==> config.mk <==
export PLATFORM = sky130hd
export DESIGN_NAME = trimmed_mean_median_best_of_nine_top_flat
export DESIGN_NICKNAME = d
export VERILOG_FILES = /design/src/tmmb_pkg.sv /design/src/tmmb_chan_if.sv /design/src/tmmb_queue.sv /design/src/tmmb_front.sv /design/src/tmmb_back.sv /design/src/trimmed_mean_median_best_of_nine_top.sv /design/src/flat_wrapper.sv
export SDC_FILE = /design/constraint.sdc
export NUM_CORES = 2
export LEC_CHECK = 0
export BUFFER_PORTS_ARGS = -buffer_cell sky130_fd_sc_hd__buf_2
export CORE_ASPECT_RATIO = 1.1
export CORE_MARGIN = 2
export CORE_UTILIZATION = 47
export DETAILED_ROUTE_END_ITERATION = 8
export PLACE_DENSITY = 0.64
export SETUP_SLACK_MARGIN = 0.1
export SYNTH_ARGS = -nofsm -noshare
export SYNTH_HDL_FRONTEND = slang
export SYNTH_HIERARCHICAL = 1
export SYNTH_SLANG_ARGS = --single-unit
export TNS_END_PERCENT = 20
==> constraint.sdc <==
create_clock -name clk -period 32.8 [get_ports clk]
set_clock_uncertainty 0.1 [all_clocks]
set_input_delay 3.28 -clock clk [delete_from_list [all_inputs] [get_ports clk]]
set_output_delay 3.28 -clock clk [all_outputs]
set_load 0.02 [all_outputs]
==> src/tmmb_pkg.sv <==
// shared types and constants for the trimmed mean and median scorer
package tmmb_pkg;

	// field widths fixed by the item and result formats
	localparam int RATING_W = 12;
	localparam int FOLD_W   = 11;
	localparam int IDX_W    = 4;
	localparam int SUM_W    = 13;
	localparam int MEAN_W   = 14;
	localparam int N_IN     = 9;

	// folding threshold, sum ceiling, the "no leader" index and the reset value of the limit
	localparam logic [RATING_W-1:0] FOLD_LIMIT = 12'd1000;
	localparam logic [SUM_W-1:0]    SUM_MAX    = 13'h1FFF;
	localparam logic [IDX_W-1:0]    NO_ENTRY   = 4'hF;
	localparam logic [IDX_W-1:0]    MAX_RESET  = 4'd10;

	// input word
	typedef struct packed {
		logic                       restart;
		logic signed [RATING_W-1:0] rating_0;
		logic signed [RATING_W-1:0] rating_1;
		logic signed [RATING_W-1:0] rating_2;
		logic signed [RATING_W-1:0] rating_3;
		logic signed [RATING_W-1:0] rating_4;
		logic signed [RATING_W-1:0] rating_5;
		logic signed [RATING_W-1:0] rating_6;
		logic signed [RATING_W-1:0] rating_7;
		logic signed [RATING_W-1:0] rating_8;
	} in_word_t;

	// result word
	typedef struct packed {
		logic [IDX_W-1:0]  entry_index;
		logic [SUM_W-1:0]  trimmed_sum;
		logic [MEAN_W-1:0] mean_hundredths;
		logic [FOLD_W-1:0] middle_value;
		logic              is_new_best;
		logic [IDX_W-1:0]  leader_index;
		logic [MEAN_W-1:0] leader_mean_hundredths;
		logic              won_by_tiebreak;
	} out_word_t;

	// tag that travels with each queued entry
	typedef struct packed {
		logic             clear;
		logic [IDX_W-1:0] index;
	} meta_t;

endpackage

==> src/tmmb_chan_if.sv <==
// valid/ready channel carrying one word of a given type
interface tmmb_chan_if #(parameter type T = logic);
	logic valid;
	logic ready;
	T     data;

	modport source (output valid, output data, input ready);
	modport sink (input valid, input data, output ready);
endinterface

==> src/tmmb_queue.sv <==
// small register queue between the front and the back
module tmmb_queue #(
	parameter int WIDTH = 8,
	parameter int DEPTH = 4
) (
	input  logic             clk,
	input  logic             arst_n,
	input  logic             push,
	input  logic [WIDTH-1:0] wdata,
	output logic             full,
	input  logic             pop,
	output logic             not_empty,
	output logic [WIDTH-1:0] rdata
);
	localparam int PTR_W = (DEPTH > 1) ? $clog2(DEPTH) : 1;
	localparam int CNT_W = $clog2(DEPTH + 1);
	localparam logic [PTR_W-1:0] LAST = PTR_W'(DEPTH - 1);
	localparam logic [CNT_W-1:0] FULL_CNT = CNT_W'(DEPTH);

	logic [WIDTH-1:0] mem_q [DEPTH];
	logic [PTR_W-1:0] wr_ptr_q, rd_ptr_q;
	logic [CNT_W-1:0] count_q;

	assign full      = (count_q == FULL_CNT);
	assign not_empty = (count_q != '0);
	assign rdata     = mem_q[rd_ptr_q];

	// pointers and fill count
	always_ff @(posedge clk or negedge arst_n) begin
		if (!arst_n) begin
			wr_ptr_q <= '0;
			rd_ptr_q <= '0;
			count_q  <= '0;
		end else begin
			if (push) begin
				wr_ptr_q <= (wr_ptr_q == LAST) ? '0 : wr_ptr_q + 1'b1;
			end
			if (pop) begin
				rd_ptr_q <= (rd_ptr_q == LAST) ? '0 : rd_ptr_q + 1'b1;
			end
			if (push && !pop) begin
				count_q <= count_q + 1'b1;
			end else if (pop && !push) begin
				count_q <= count_q - 1'b1;
			end
		end
	end

	// storage
	always_ff @(posedge clk) begin
		if (push) begin
			mem_q[wr_ptr_q] <= wdata;
		end
	end
endmodule

==> src/tmmb_front.sv <==
// front end: entry counting, restart handling and rating folding
module tmmb_front
	import tmmb_pkg::*;
#(
	parameter int RATINGS = 9
) (
	input  logic                             clk,
	input  logic                             arst_n,
	input  logic                             cfg_we,
	input  logic [IDX_W-1:0]                 cfg_wdata,
	tmmb_chan_if.sink                        item,
	input  logic                             queue_full,
	output logic                             push,
	output meta_t                            meta,
	output logic [RATINGS-1:0][FOLD_W-1:0]   fold
);
	logic [IDX_W-1:0] max_q;
	logic [IDX_W-1:0] count_q;
	logic             pending_clear_q;
	logic [IDX_W-1:0] count_eff;
	logic             take;
	logic             accept;
	logic [RATING_W-1:0] raw [N_IN];

	// absolute value, then one step down past the limit
	function automatic logic [FOLD_W-1:0] fold_rating(input logic [RATING_W-1:0] v);
		logic [RATING_W-1:0] mag;
		mag = v[RATING_W-1] ? (~v + 1'b1) : v;
		if (mag > FOLD_LIMIT) begin
			mag = mag - FOLD_LIMIT;
		end
		return mag[FOLD_W-1:0];
	endfunction

	assign item.ready = !queue_full;
	assign accept     = item.valid && item.ready;
	assign count_eff  = item.data.restart ? '0 : count_q;
	assign take       = (count_eff < max_q);
	assign push       = accept && take;

	// a restart on a dropped word still has to reach the leader state
	assign meta.clear = item.data.restart || pending_clear_q;
	assign meta.index = count_eff;

	// fold the ratings, missing ones read as zero
	always_comb begin
		raw[0] = item.data.rating_0;
		raw[1] = item.data.rating_1;
		raw[2] = item.data.rating_2;
		raw[3] = item.data.rating_3;
		raw[4] = item.data.rating_4;
		raw[5] = item.data.rating_5;
		raw[6] = item.data.rating_6;
		raw[7] = item.data.rating_7;
		raw[8] = item.data.rating_8;
		for (int i = 0; i < RATINGS; i++) begin
			if (i < N_IN) begin
				fold[i] = fold_rating(raw[i]);
			end else begin
				fold[i] = '0;
			end
		end
	end

	// limit register, entry count and deferred clear
	always_ff @(posedge clk or negedge arst_n) begin
		if (!arst_n) begin
			max_q           <= MAX_RESET;
			count_q         <= '0;
			pending_clear_q <= 1'b0;
		end else begin
			if (cfg_we) begin
				max_q <= cfg_wdata;
			end
			if (accept) begin
				if (take) begin
					count_q         <= count_eff + 1'b1;
					pending_clear_q <= 1'b0;
				end else begin
					count_q         <= count_eff;
					pending_clear_q <= pending_clear_q || item.data.restart;
				end
			end
		end
	end
endmodule

==> src/tmmb_back.sv <==
// back end: rank sort, trimmed sum, leader tracking and mean
module tmmb_back
	import tmmb_pkg::*;
#(
	parameter int RATINGS = 9
) (
	input  logic                           clk,
	input  logic                           arst_n,
	input  logic                           q_valid,
	input  meta_t                          q_meta,
	input  logic [RATINGS-1:0][FOLD_W-1:0] q_fold,
	output logic                           pop,
	tmmb_chan_if.source                    result
);
	localparam int RANK_W = (RATINGS > 1) ? $clog2(RATINGS) : 1;
	localparam int MID    = RATINGS / 2;
	localparam int D      = RATINGS - 2;
	localparam int TOT_W  = FOLD_W + $clog2(RATINGS + 1);
	localparam int X_W    = SUM_W + 5;
	localparam int K      = 24;
	localparam int P_W    = X_W + K;
	localparam logic [K-1:0]      RECIP    = K'(((1 << K) + 2 * D - 1) / (2 * D));
	localparam logic [X_W-1:0]    TEN_X2   = X_W'(20);
	localparam logic [X_W-1:0]    ROUND_C  = X_W'(D);
	localparam logic [RANK_W-1:0] MIN_RANK = '0;
	localparam logic [RANK_W-1:0] MAX_RANK = RANK_W'(RATINGS - 1);
	localparam logic [RANK_W-1:0] MID_RANK = RANK_W'(MID);

	logic adv;

	// stage 1 signals
	logic [RATINGS-1:0][RANK_W-1:0] rank_c;
	logic                           valid_s1;
	meta_t                          meta_s1;
	logic [RATINGS-1:0][FOLD_W-1:0] vals_s1;
	logic [RATINGS-1:0][RANK_W-1:0] rank_s1;

	// stage 2 signals
	logic [FOLD_W-1:0] min_c, max_c, mid_c;
	logic [TOT_W-1:0]  total_c, trim_c;
	logic [SUM_W-1:0]  sat_c;
	logic              valid_s2;
	meta_t             meta_s2;
	logic [SUM_W-1:0]  sum_s2;
	logic [FOLD_W-1:0] median_s2;

	// stage 3 signals and leader state
	logic [SUM_W-1:0]  best_sum_q;
	logic [FOLD_W-1:0] best_median_q;
	logic [IDX_W-1:0]  best_entry_q;
	logic              tiebreak_q;
	logic [SUM_W-1:0]  base_sum;
	logic [FOLD_W-1:0] base_median;
	logic [IDX_W-1:0]  base_entry;
	logic              base_tie;
	logic              win_sum, win_tie;
	logic [X_W-1:0]    x_c;
	logic [P_W-1:0]    prod_c;
	logic              valid_s3;
	logic              clear_s3;
	logic              win_sum_s3;
	logic              new_best_s3;
	logic              tie_s3;
	logic [IDX_W-1:0]  index_s3;
	logic [IDX_W-1:0]  leader_s3;
	logic [SUM_W-1:0]  sum_s3;
	logic [FOLD_W-1:0] median_s3;
	logic [P_W-1:0]    prod_s3;

	// output register
	logic [MEAN_W-1:0] best_mean_q;
	logic [MEAN_W-1:0] mean_c, lead_mean_c;
	logic              out_valid_q;
	out_word_t         out_q;

	// whole pipe moves when the output register is free or drained
	assign adv = !out_valid_q || result.ready;
	assign pop = adv && q_valid;

	// rank of each rating, ties broken by position
	always_comb begin
		for (int i = 0; i < RATINGS; i++) begin
			rank_c[i] = '0;
			for (int j = 0; j < RATINGS; j++) begin
				if (j != i) begin
					if ((q_fold[j] < q_fold[i]) || ((q_fold[j] == q_fold[i]) && (j < i))) begin
						rank_c[i] = rank_c[i] + 1'b1;
					end
				end
			end
		end
	end

	// pick the extremes and the median by rank, trim and saturate
	always_comb begin
		min_c   = '0;
		max_c   = '0;
		mid_c   = '0;
		total_c = '0;
		for (int i = 0; i < RATINGS; i++) begin
			total_c = total_c + TOT_W'(vals_s1[i]);
			if (rank_s1[i] == MIN_RANK) begin
				min_c = min_c | vals_s1[i];
			end
			if (rank_s1[i] == MAX_RANK) begin
				max_c = max_c | vals_s1[i];
			end
			if (rank_s1[i] == MID_RANK) begin
				mid_c = mid_c | vals_s1[i];
			end
		end
		trim_c = total_c - TOT_W'(min_c) - TOT_W'(max_c);
		sat_c  = (trim_c > TOT_W'(SUM_MAX)) ? SUM_MAX : trim_c[SUM_W-1:0];
	end

	// compare against the leader, cleared first on restart
	always_comb begin
		base_sum    = meta_s2.clear ? '0 : best_sum_q;
		base_median = meta_s2.clear ? '0 : best_median_q;
		base_entry  = meta_s2.clear ? NO_ENTRY : best_entry_q;
		base_tie    = meta_s2.clear ? 1'b0 : tiebreak_q;
		win_sum     = (sum_s2 > base_sum);
		win_tie     = !win_sum && (sum_s2 == base_sum) && (median_s2 > base_median);
	end

	// rounded mean: (sum*20 + d) / (2d) by reciprocal multiply
	assign x_c    = X_W'(sum_s2) * TEN_X2 + ROUND_C;
	assign prod_c = {{K{1'b0}}, x_c} * {{X_W{1'b0}}, RECIP};

	// leader mean follows the entry whose sum took the lead
	assign mean_c      = prod_s3[K +: MEAN_W];
	assign lead_mean_c = win_sum_s3 ? mean_c : (clear_s3 ? '0 : best_mean_q);

	// valid bits, leader state and output valid
	always_ff @(posedge clk or negedge arst_n) begin
		if (!arst_n) begin
			valid_s1      <= 1'b0;
			valid_s2      <= 1'b0;
			valid_s3      <= 1'b0;
			out_valid_q   <= 1'b0;
			best_sum_q    <= '0;
			best_median_q <= '0;
			best_entry_q  <= NO_ENTRY;
			tiebreak_q    <= 1'b0;
			best_mean_q   <= '0;
		end else if (adv) begin
			valid_s1    <= q_valid;
			valid_s2    <= valid_s1;
			valid_s3    <= valid_s2;
			out_valid_q <= valid_s3;
			if (valid_s2) begin
				if (win_sum) begin
					best_sum_q    <= sum_s2;
					best_median_q <= median_s2;
					best_entry_q  <= meta_s2.index;
					tiebreak_q    <= 1'b0;
				end else if (win_tie) begin
					best_sum_q    <= base_sum;
					best_median_q <= median_s2;
					best_entry_q  <= meta_s2.index;
					tiebreak_q    <= 1'b1;
				end else begin
					best_sum_q    <= base_sum;
					best_median_q <= base_median;
					best_entry_q  <= base_entry;
					tiebreak_q    <= base_tie;
				end
			end
			if (valid_s3) begin
				best_mean_q <= lead_mean_c;
			end
		end
	end

	// pipeline payload
	always_ff @(posedge clk) begin
		if (adv) begin
			meta_s1 <= q_meta;
			vals_s1 <= q_fold;
			rank_s1 <= rank_c;

			meta_s2   <= meta_s1;
			sum_s2    <= sat_c;
			median_s2 <= mid_c;

			clear_s3    <= meta_s2.clear;
			win_sum_s3  <= win_sum;
			new_best_s3 <= win_sum || win_tie;
			tie_s3      <= win_sum ? 1'b0 : (win_tie ? 1'b1 : base_tie);
			index_s3    <= meta_s2.index;
			leader_s3   <= (win_sum || win_tie) ? meta_s2.index : base_entry;
			sum_s3      <= sum_s2;
			median_s3   <= median_s2;
			prod_s3     <= prod_c;

			out_q.entry_index            <= index_s3;
			out_q.trimmed_sum            <= sum_s3;
			out_q.mean_hundredths        <= mean_c;
			out_q.middle_value           <= median_s3;
			out_q.is_new_best            <= new_best_s3;
			out_q.leader_index           <= leader_s3;
			out_q.leader_mean_hundredths <= lead_mean_c;
			out_q.won_by_tiebreak        <= tie_s3;
		end
	end

	assign result.valid = out_valid_q;
	assign result.data  = out_q;

	// a new best is always the entry just reported
	a_new_best_is_leader: assert property (@(posedge clk) disable iff (!arst_n)
		(out_valid_q && out_q.is_new_best) |-> (out_q.leader_index == out_q.entry_index))
		else $error("new best does not name its own entry");

	// a lead taken on the sum carries this entry's mean
	a_sum_win_mean: assert property (@(posedge clk) disable iff (!arst_n)
		(out_valid_q && out_q.is_new_best && !out_q.won_by_tiebreak)
		|-> (out_q.leader_mean_hundredths == out_q.mean_hundredths))
		else $error("leader mean differs from winning entry mean");

	// leader sum only drops through a restart
	a_best_sum_monotone: assert property (@(posedge clk) disable iff (!arst_n)
		(adv && valid_s2 && !meta_s2.clear) |=> (best_sum_q >= $past(best_sum_q)))
		else $error("leader sum fell without a restart");

	// a stalled pipe keeps its third stage
	a_stall_holds: assert property (@(posedge clk) disable iff (!arst_n)
		(valid_s3 && !adv) |=> (valid_s3 && $stable(prod_s3)))
		else $error("stage three changed while stalled");
endmodule

==> src/trimmed_mean_median_best_of_nine_top.sv <==
// Scores words of nine ratings in tenths: each rating is folded (absolute
// value, then 1000 taken off once when above 1000), the extremes are trimmed,
// and the result gives the trimmed sum, its mean in hundredths rounded to
// nearest, the median, and the best entry since the last restart (higher
// sum wins, equal sum with higher median wins on tie-break). The block takes
// one word per cycle and gives one result per cycle unless the receiver holds
// back ready; a word is taken whenever the QUEUE_DEPTH-word queue between
// the front end and the back end has room, and a result passes through the
// queue, then the rank, trim, leader compare with mean multiply and output
// register stages in that order. Words beyond the max_movies limit are taken
// and give no result; a restart on such a word still clears the leader for
// the next counted word. cfg_we writes max_movies (reset value 10) and should
// only be used while the block is idle.
module trimmed_mean_median_best_of_nine_top
	import tmmb_pkg::*;
#(
	parameter int RATINGS     = 9,
	parameter int QUEUE_DEPTH = 4
) (
	input  logic             clk,
	input  logic             arst_n,
	input  logic             cfg_we,
	input  logic [IDX_W-1:0] cfg_wdata,
	tmmb_chan_if.sink        item,
	tmmb_chan_if.source      result
);
	localparam int FOLD_BITS = RATINGS * FOLD_W;
	localparam int Q_W       = $bits(meta_t) + FOLD_BITS;

	logic                           queue_full;
	logic                           push;
	meta_t                          front_meta;
	logic [RATINGS-1:0][FOLD_W-1:0] front_fold;
	logic                           pop;
	logic                           q_valid;
	logic [Q_W-1:0]                 q_rdata;
	meta_t                          q_meta;
	logic [RATINGS-1:0][FOLD_W-1:0] q_fold;

	// front end
	tmmb_front #(.RATINGS(RATINGS)) u_front (
		.clk        (clk),
		.arst_n     (arst_n),
		.cfg_we     (cfg_we),
		.cfg_wdata  (cfg_wdata),
		.item       (item),
		.queue_full (queue_full),
		.push       (push),
		.meta       (front_meta),
		.fold       (front_fold)
	);

	// decoupling queue
	tmmb_queue #(.WIDTH(Q_W), .DEPTH(QUEUE_DEPTH)) u_queue (
		.clk       (clk),
		.arst_n    (arst_n),
		.push      (push),
		.wdata     ({front_meta, front_fold}),
		.full      (queue_full),
		.pop       (pop),
		.not_empty (q_valid),
		.rdata     (q_rdata)
	);

	assign q_meta = q_rdata[Q_W-1 -: $bits(meta_t)];
	assign q_fold = q_rdata[FOLD_BITS-1:0];

	// back end
	tmmb_back #(.RATINGS(RATINGS)) u_back (
		.clk     (clk),
		.arst_n  (arst_n),
		.q_valid (q_valid),
		.q_meta  (q_meta),
		.q_fold  (q_fold),
		.pop     (pop),
		.result  (result)
	);
endmodule

==> src/flat_wrapper.sv <==
// flat-port wrapper written by rule: the top's interface ports become plain ports
module trimmed_mean_median_best_of_nine_top_flat import tmmb_pkg::*;
#(
	parameter int RATINGS     = 9,
	parameter int QUEUE_DEPTH = 4
)
  (clk, arst_n, cfg_we, cfg_wdata, item_valid, item_data, item_ready, result_valid, result_data, result_ready);
  tmmb_chan_if #(.T(in_word_t)) item_i ();
  tmmb_chan_if #(.T(out_word_t)) result_i ();
  input  logic clk;
  input  logic arst_n;
  input  logic cfg_we;
  input  logic [IDX_W-1:0] cfg_wdata;
  input wire logic [$bits(item_i.valid)-1:0] item_valid;
  input wire logic [$bits(item_i.data)-1:0] item_data;
  output wire logic [$bits(item_i.ready)-1:0] item_ready;
  output wire logic [$bits(result_i.valid)-1:0] result_valid;
  output wire logic [$bits(result_i.data)-1:0] result_data;
  input wire logic [$bits(result_i.ready)-1:0] result_ready;
  assign item_i.valid = item_valid;
  assign item_i.data = item_data;
  assign item_ready = item_i.ready;
  assign result_valid = result_i.valid;
  assign result_data = result_i.data;
  assign result_i.ready = result_ready;
  trimmed_mean_median_best_of_nine_top #(.RATINGS(RATINGS), .QUEUE_DEPTH(QUEUE_DEPTH)) u_core (.clk(clk), .arst_n(arst_n), .cfg_we(cfg_we), .cfg_wdata(cfg_wdata), .item(item_i), .result(result_i));
endmodule
# [Word level (Yosys, flattened, before mapping)]
# Memory sizes are Yosys's and may differ from the RTL's.
# Cells that the tools add are included.
[totals] register_bits=368 ram_bits=416 output_inout_bits=64 memories=1
[classes] add_sub_neg=97 n_mul=2 n_lt_le_gt_ge=85 eq_ne=58 muxes=140 bitwise_logic=33 n_reduce_logical=64
[mem_list] name="u_core.u_queue.mem_q" depth=4 width=104 rd=1 rd_clocked_by_memory_dff=0 write_ports=1 line_no="tmmb_queue.sv:20" rtl="logic [WIDTH-1:0] mem_q [DEPTH];"
[op_table] operator="$lt A11 B11 Y1" n=72
[op_table] operator="$mux W11" n=39
[op_table] operator="$eq A11 B11 Y1" n=36
[op_table] operator="$mux W4" n=69
[op_table] operator="$or A11 B11 Y11" n=24
[op_table] operator="$add A4 B1 Y4 const B" n=56
[op_table] operator="$add A12 B1 Y12 const B" n=9
[op_table] operator="$gt A12 B10 Y1 const B" n=9
[op_table] operator="$mux W12" n=9
[op_table] operator="$not A12 Y12" n=9
[op_table] operator="$sub A11 B10 Y11 const B" n=9
[op_table] operator="$add A15 B11 Y15" n=4
[op_table] operator="$logic_or A1 B1 Y1" n=39
[op_table] operator="$mul A18 B21 Y38 const B" n=1
[op_table] operator="$eq A4 B3 Y1 const B" n=9
[op_table] operator="$eq A4 B4 Y1 const B" n=9
[op_table] operator="$logic_not A4 Y1" n=9
[op_table] operator="$sub A15 B11 Y15" n=2
[op_table] operator="$mux W14" n=2
[op_table] operator="$mux W13" n=2
[op_table] operator="$add A18 B3 Y18 const B" n=1
[op_table] operator="$add A1 B1 Y2 const B" n=8
[op_table] operator="$mul A13 B3 Y16 const B" n=1
[op_table] operator="$add A14 B11 Y15" n=1
[op_table] operator="other kinds (21)" n=50

# [Logic depth before layout (Yosys ltp)]
[logic_depth] depth_word=21 mapped_depth=37 ltp_nobuf=35

# [Cells and area by module]
# Netlist, hierarchy kept.
[modules_own_cells] mod="tmmb_back" n_inst=1 cells_per_inst=3164 area_each_um2=33457.1 seq_area_each_um2=9619.2
[modules_own_cells] mod="tmmb_queue" n_inst=1 cells_per_inst=581 area_each_um2=15417.3 seq_area_each_um2=12667.1
[modules_own_cells] mod="tmmb_front" n_inst=1 cells_per_inst=860 area_each_um2=5615.4 seq_area_each_um2=227.7

# [Least setup slack after synthesis]
# No wires, ideal clock.
[synth_path] path_type="in2reg" from="input port result_ready" to="register u_core.u_back.best_median_q[10]" setup_ns=0.066 arrival_time_ns=13.700 required_time_ns=32.634 slack_ns=18.934 cell_stages=6 cell_sequence="nand2b_1 clkbuf_1 nand2_1 a21oi_1 clkbuf_1 a22o_1"
[synth_between] elab_chain_len=2
[synth_lines] element="from (decl)" line_no="flat_wrapper.sv:19" rtl="input wire logic [$bits(result_i.ready)-1:0] result_ready;"
[synth_lines] element="$logic_or A1 B1 Y1" line_no="tmmb_back.sv:77" rtl="assign adv = !out_valid_q || result.ready;"
[synth_lines] element="$reduce_and A2 Y1 (no source line)"
[synth_lines] element="to (signal assigned)" line_no="tmmb_back.sv:154" rtl="best_median_q <= median_s2;"
[synth_lines] element="to (signal assigned)" line_no="tmmb_back.sv:159" rtl="best_median_q <= median_s2;"
[synth_lines] element="to (signal assigned)" line_no="tmmb_back.sv:164" rtl="best_median_q <= base_median;"
[synth_lines] element="to (decl)" line_no="tmmb_back.sv:49" rtl="logic [FOLD_W-1:0] best_median_q;"
# Every way passes these cells.
# A chain may end at the register's enable or synchronous reset.

==> impl_metrics.ini <==
[worst_hold_path]
holdPathEnd = u_core/u_back/result.data[53]
hp-start = u_core/u_back/sum_s3[8]
hold_path.class = flop to flop
min_path_cells = 0

[clocking]
cts_resized = 0
h-tree-depth = 3
postCtsHoldBufs = 0
cts.sinks = 760
cts_max_path_buffers = 3
tritoncts = yes
cts_made_buffers = 79
clk_latency_ns = 0.70
post_cts_buffers = 0
root_buffer = clkbuf_16
clk_pin_slew_ns = 0.06

[setup_path]
crit_type = flop to flop
critPathMaxStageDelay_ns = 0.83
regToRegSetupSlack_ns = 23.18
arrival_ns = 9.93
r2r_start = u_core/u_queue/rd_ptr_q[0]
path_buf_inv = 3
critPathCaptureType = flop
slowest_stage = mux4_2
worstPathMaxFanout = 51
cp.required_ns = 33.11
crit_path_frequent_cell = o21a_1
crit_family = compound AO/OA/AOI/OAI gates
cp-start-kind = flop
rr_endpoint = u_core/u_back/rank_s1[7]
rr_worst_depth = 34

[layout]
drive_gt1_frac = 0.119
layout_common_cells = 697 x edfxtp_1, 665 x ha_1, 427 x inv_1
layout_commonest_cell = edfxtp_1
syn_to_final_growth_pct = 9.97
nFillCells = 10100
fin_nets = 5731

[sta]
drv_slew = 0
timing.fmax_mhz = 104
finalCritPeriodShare = 0.293
relSlewSlack = 0.223
hold_viol = 0
finalSetupTns_ns = 0
setup_viol = 0
period_minus_slack_ns = 9.62
rsz0062_at_grt = false
worstMarginPinSlew_ns = 1.17

[grt]
grt_pass1_wl_um = 224000
grt-ovfl-total = 0
grt_antenna_before_repair = 3
grt_max_degree = 170
track_usage = 0.248
grt_pass1_vias = 37900

[routing]
drt_iter0_markers = 3463
routed-via-count = 38900
vias_per_cell = 6.09
routed_wl_um = 148000
firstDrtPassIters = 9
wire_per_inst_um = 23.1
remaining_drc_errors = 15
antenna_left = 0

[yosys]
synth_edf_count = 697
synth_cell_types = 103
netlist_instances = 4605
avgSynthCellArea_um2 = 11.8
yosys_warnings = 6
synth_nets = 5544
synthArstFlopShare = 0.0829
synth_area_um2 = 54500
synth_top_flop_cell = edfxtp_1
ys_ff_latch = 760
synth_seq_area_share = 0.413

[flow_run]
drv_cap = 0

[die]
coreArea_um2 = 116000
start_util = 0.472
io_pins = 182
die_w_um = 329
die_area_um2 = 119000
dieHeight_um = 361
placement_rows = 131

[outcome]
status = complete, but fails checks
violations = DRC

[placement]
place_hpwl_um = 109000
gp_congestion = 0.971
port_buffers = 181
## metal layers
metal,GRT usage,share of wire
met1,0.320,0.41
met4,0.124,0.053
met3,0.0470,0.079
met2,0.398,0.46
met5,0,0.00012
## sequential cells by signal, indices dropped and copies added (netlist names), 2 cells and up
signal / count
u_core/u_queue/count_q: 3
u_core/u_queue/rd_ptr_q: 2
u_core/u_back/best_entry_q: 4
u_core/u_back/meta_s1: 5
u_core/u_back/sum_s2: 13
u_core/u_back/best_sum_q: 13
u_core/u_back/rank_s1: 36
u_core/u_back/best_mean_q: 14
u_core/u_back/best_median_q: 11
u_core/u_back/result.data: 62
u_core/u_back/index_s3: 4
u_core/u_front/max_q: 4
u_core/u_back/median_s3: 11
u_core/u_queue/mem_q: 416
u_core/u_back/median_s2: 11
u_core/u_back/meta_s2: 5
u_core/u_front/count_q: 4
u_core/u_queue/wr_ptr_q: 2
u_core/u_back/leader_s3: 4
u_core/u_back/sum_s3: 13
u_core/u_back/prod_s3: 14
u_core/u_back/vals_s1: 99
## final cells by class
| class | count | area [um^2] | share of cell area |
|---|---|---|---|
| repair buffers | 230 | 1300 | 0.0217 |
| well taps | 1529 | 1910 | 0.0319 |
| multi-input cells | 3292 | 29900 | 0.499 |
| inverters | 429 | 1610 | 0.0269 |
| clock inverters | 47 | 549 | 0.00917 |
| diodes | 1 | 2.50 | 0.0000418 |
| flip-flops and latches | 760 | 22500 | 0.376 |
| clock buffers | 97 | 2100 | 0.0350 |
## synthesized netlist by cell type (13+ instances only)
library cell | number | area [um^2]
xnor3_1 | 15 | 338
nand2_1 | 203 | 762
and4_1 | 13 | 114
mux2i_1 | 29 | 290
o22ai_1 | 13 | 81.3
o31ai_1 | 38 | 285
a21oi_1 | 174 | 871
xor2_1 | 107 | 937
a21o_1 | 64 | 480
ha_1 | 665 | 8320
o21a_1 | 87 | 653
a211o_1 | 15 | 131
a211oi_1 | 30 | 225
and3_1 | 36 | 225
nand2b_1 | 39 | 244
edfxtp_1 | 697 | 20900
o21ai_0 | 184 | 921
fa_1 | 156 | 3120
nor4b_1 | 23 | 201
a21boi_0 | 13 | 97.6
a221oi_1 | 25 | 219
nor2_1 | 154 | 578
and2_1 | 29 | 181
dfrtp_1 | 57 | 1430
nor3b_1 | 14 | 105
a22o_1 | 71 | 622
inv_1 | 427 | 1600
clkbuf_1 | 90 | 338
nor3_1 | 75 | 375
nor4_1 | 30 | 188
or3_1 | 27 | 169
a22oi_1 | 35 | 263
nand3_1 | 119 | 596
mux2_2 | 39 | 439
o211ai_1 | 31 | 233
nand4_1 | 79 | 494
a222oi_1 | 43 | 430
mux4_2 | 104 | 2340
o21bai_1 | 24 | 180
nor2b_1 | 85 | 532
xnor2_1 | 152 | 1330
buf_2 | 14 | 70.1
a31oi_1 | 35 | 219
or4_1 | 19 | 143
or2_2 | 19 | 119
## logic make-up (layout without fill, tap and decap cells)
logic type / Yosys count / after routing / synth area share
compound gates: 1015 / 1015 / 0.131
xor+xnor: 281 / 281 / 0.0502
fa+ha+maj: 821 / 821 / 0.210
buf+inv: 553 / 803 / 0.0405
flops: 760 / 760 / 0.413
mux: 172 / 172 / 0.0564
other cells: 0 / 1 / 0
simple gates: 1003 / 1003 / 0.0988
## per-stage QoR
step / instance area [um^2] / hold WS, ns / instances / worst slack [ns] / utilization
final: 59900 / 0.316 / 6385 / 23.18 / 0.519
after floorplan: 54500 / 0.300 / 4605 / 18.93 / -
after CTS: 59900 / 0.319 / 6384 / 23.19 / 0.519
after detailed placement: 57300 / 0.305 / 6240 / 23.28 / 0.496
after global placement: 57300 / 0.303 / 6240 / 23.37 / 0.496
after global routing: 59900 / 0.324 / 6384 / 22.54 / 0.519
## how the worst max path moves through the flow
stage,startpoint,end,slack (ns),cells past startpoint
CTS,u_core/u_queue/rd_ptr_q[0],u_core/u_back/rank_s1[7],23.19,34
global placement,u_core/u_queue/rd_ptr_q[0],u_core/u_back/rank_s1[7],23.37,34
detailed placement,u_core/u_queue/rd_ptr_q[0],u_core/u_back/rank_s1[7],23.28,35
finish,u_core/u_queue/rd_ptr_q[0],u_core/u_back/rank_s1[7],23.18,34
global route,u_core/u_queue/rd_ptr_q[0],u_core/u_back/rank_s1[7],22.54,34
floorplan,result_ready,u_core/u_back/best_median_q[10],18.93,6
Power is not shown: default switching activity piles up to over one toggle a cycle in this logic, so the estimate is an artifact.
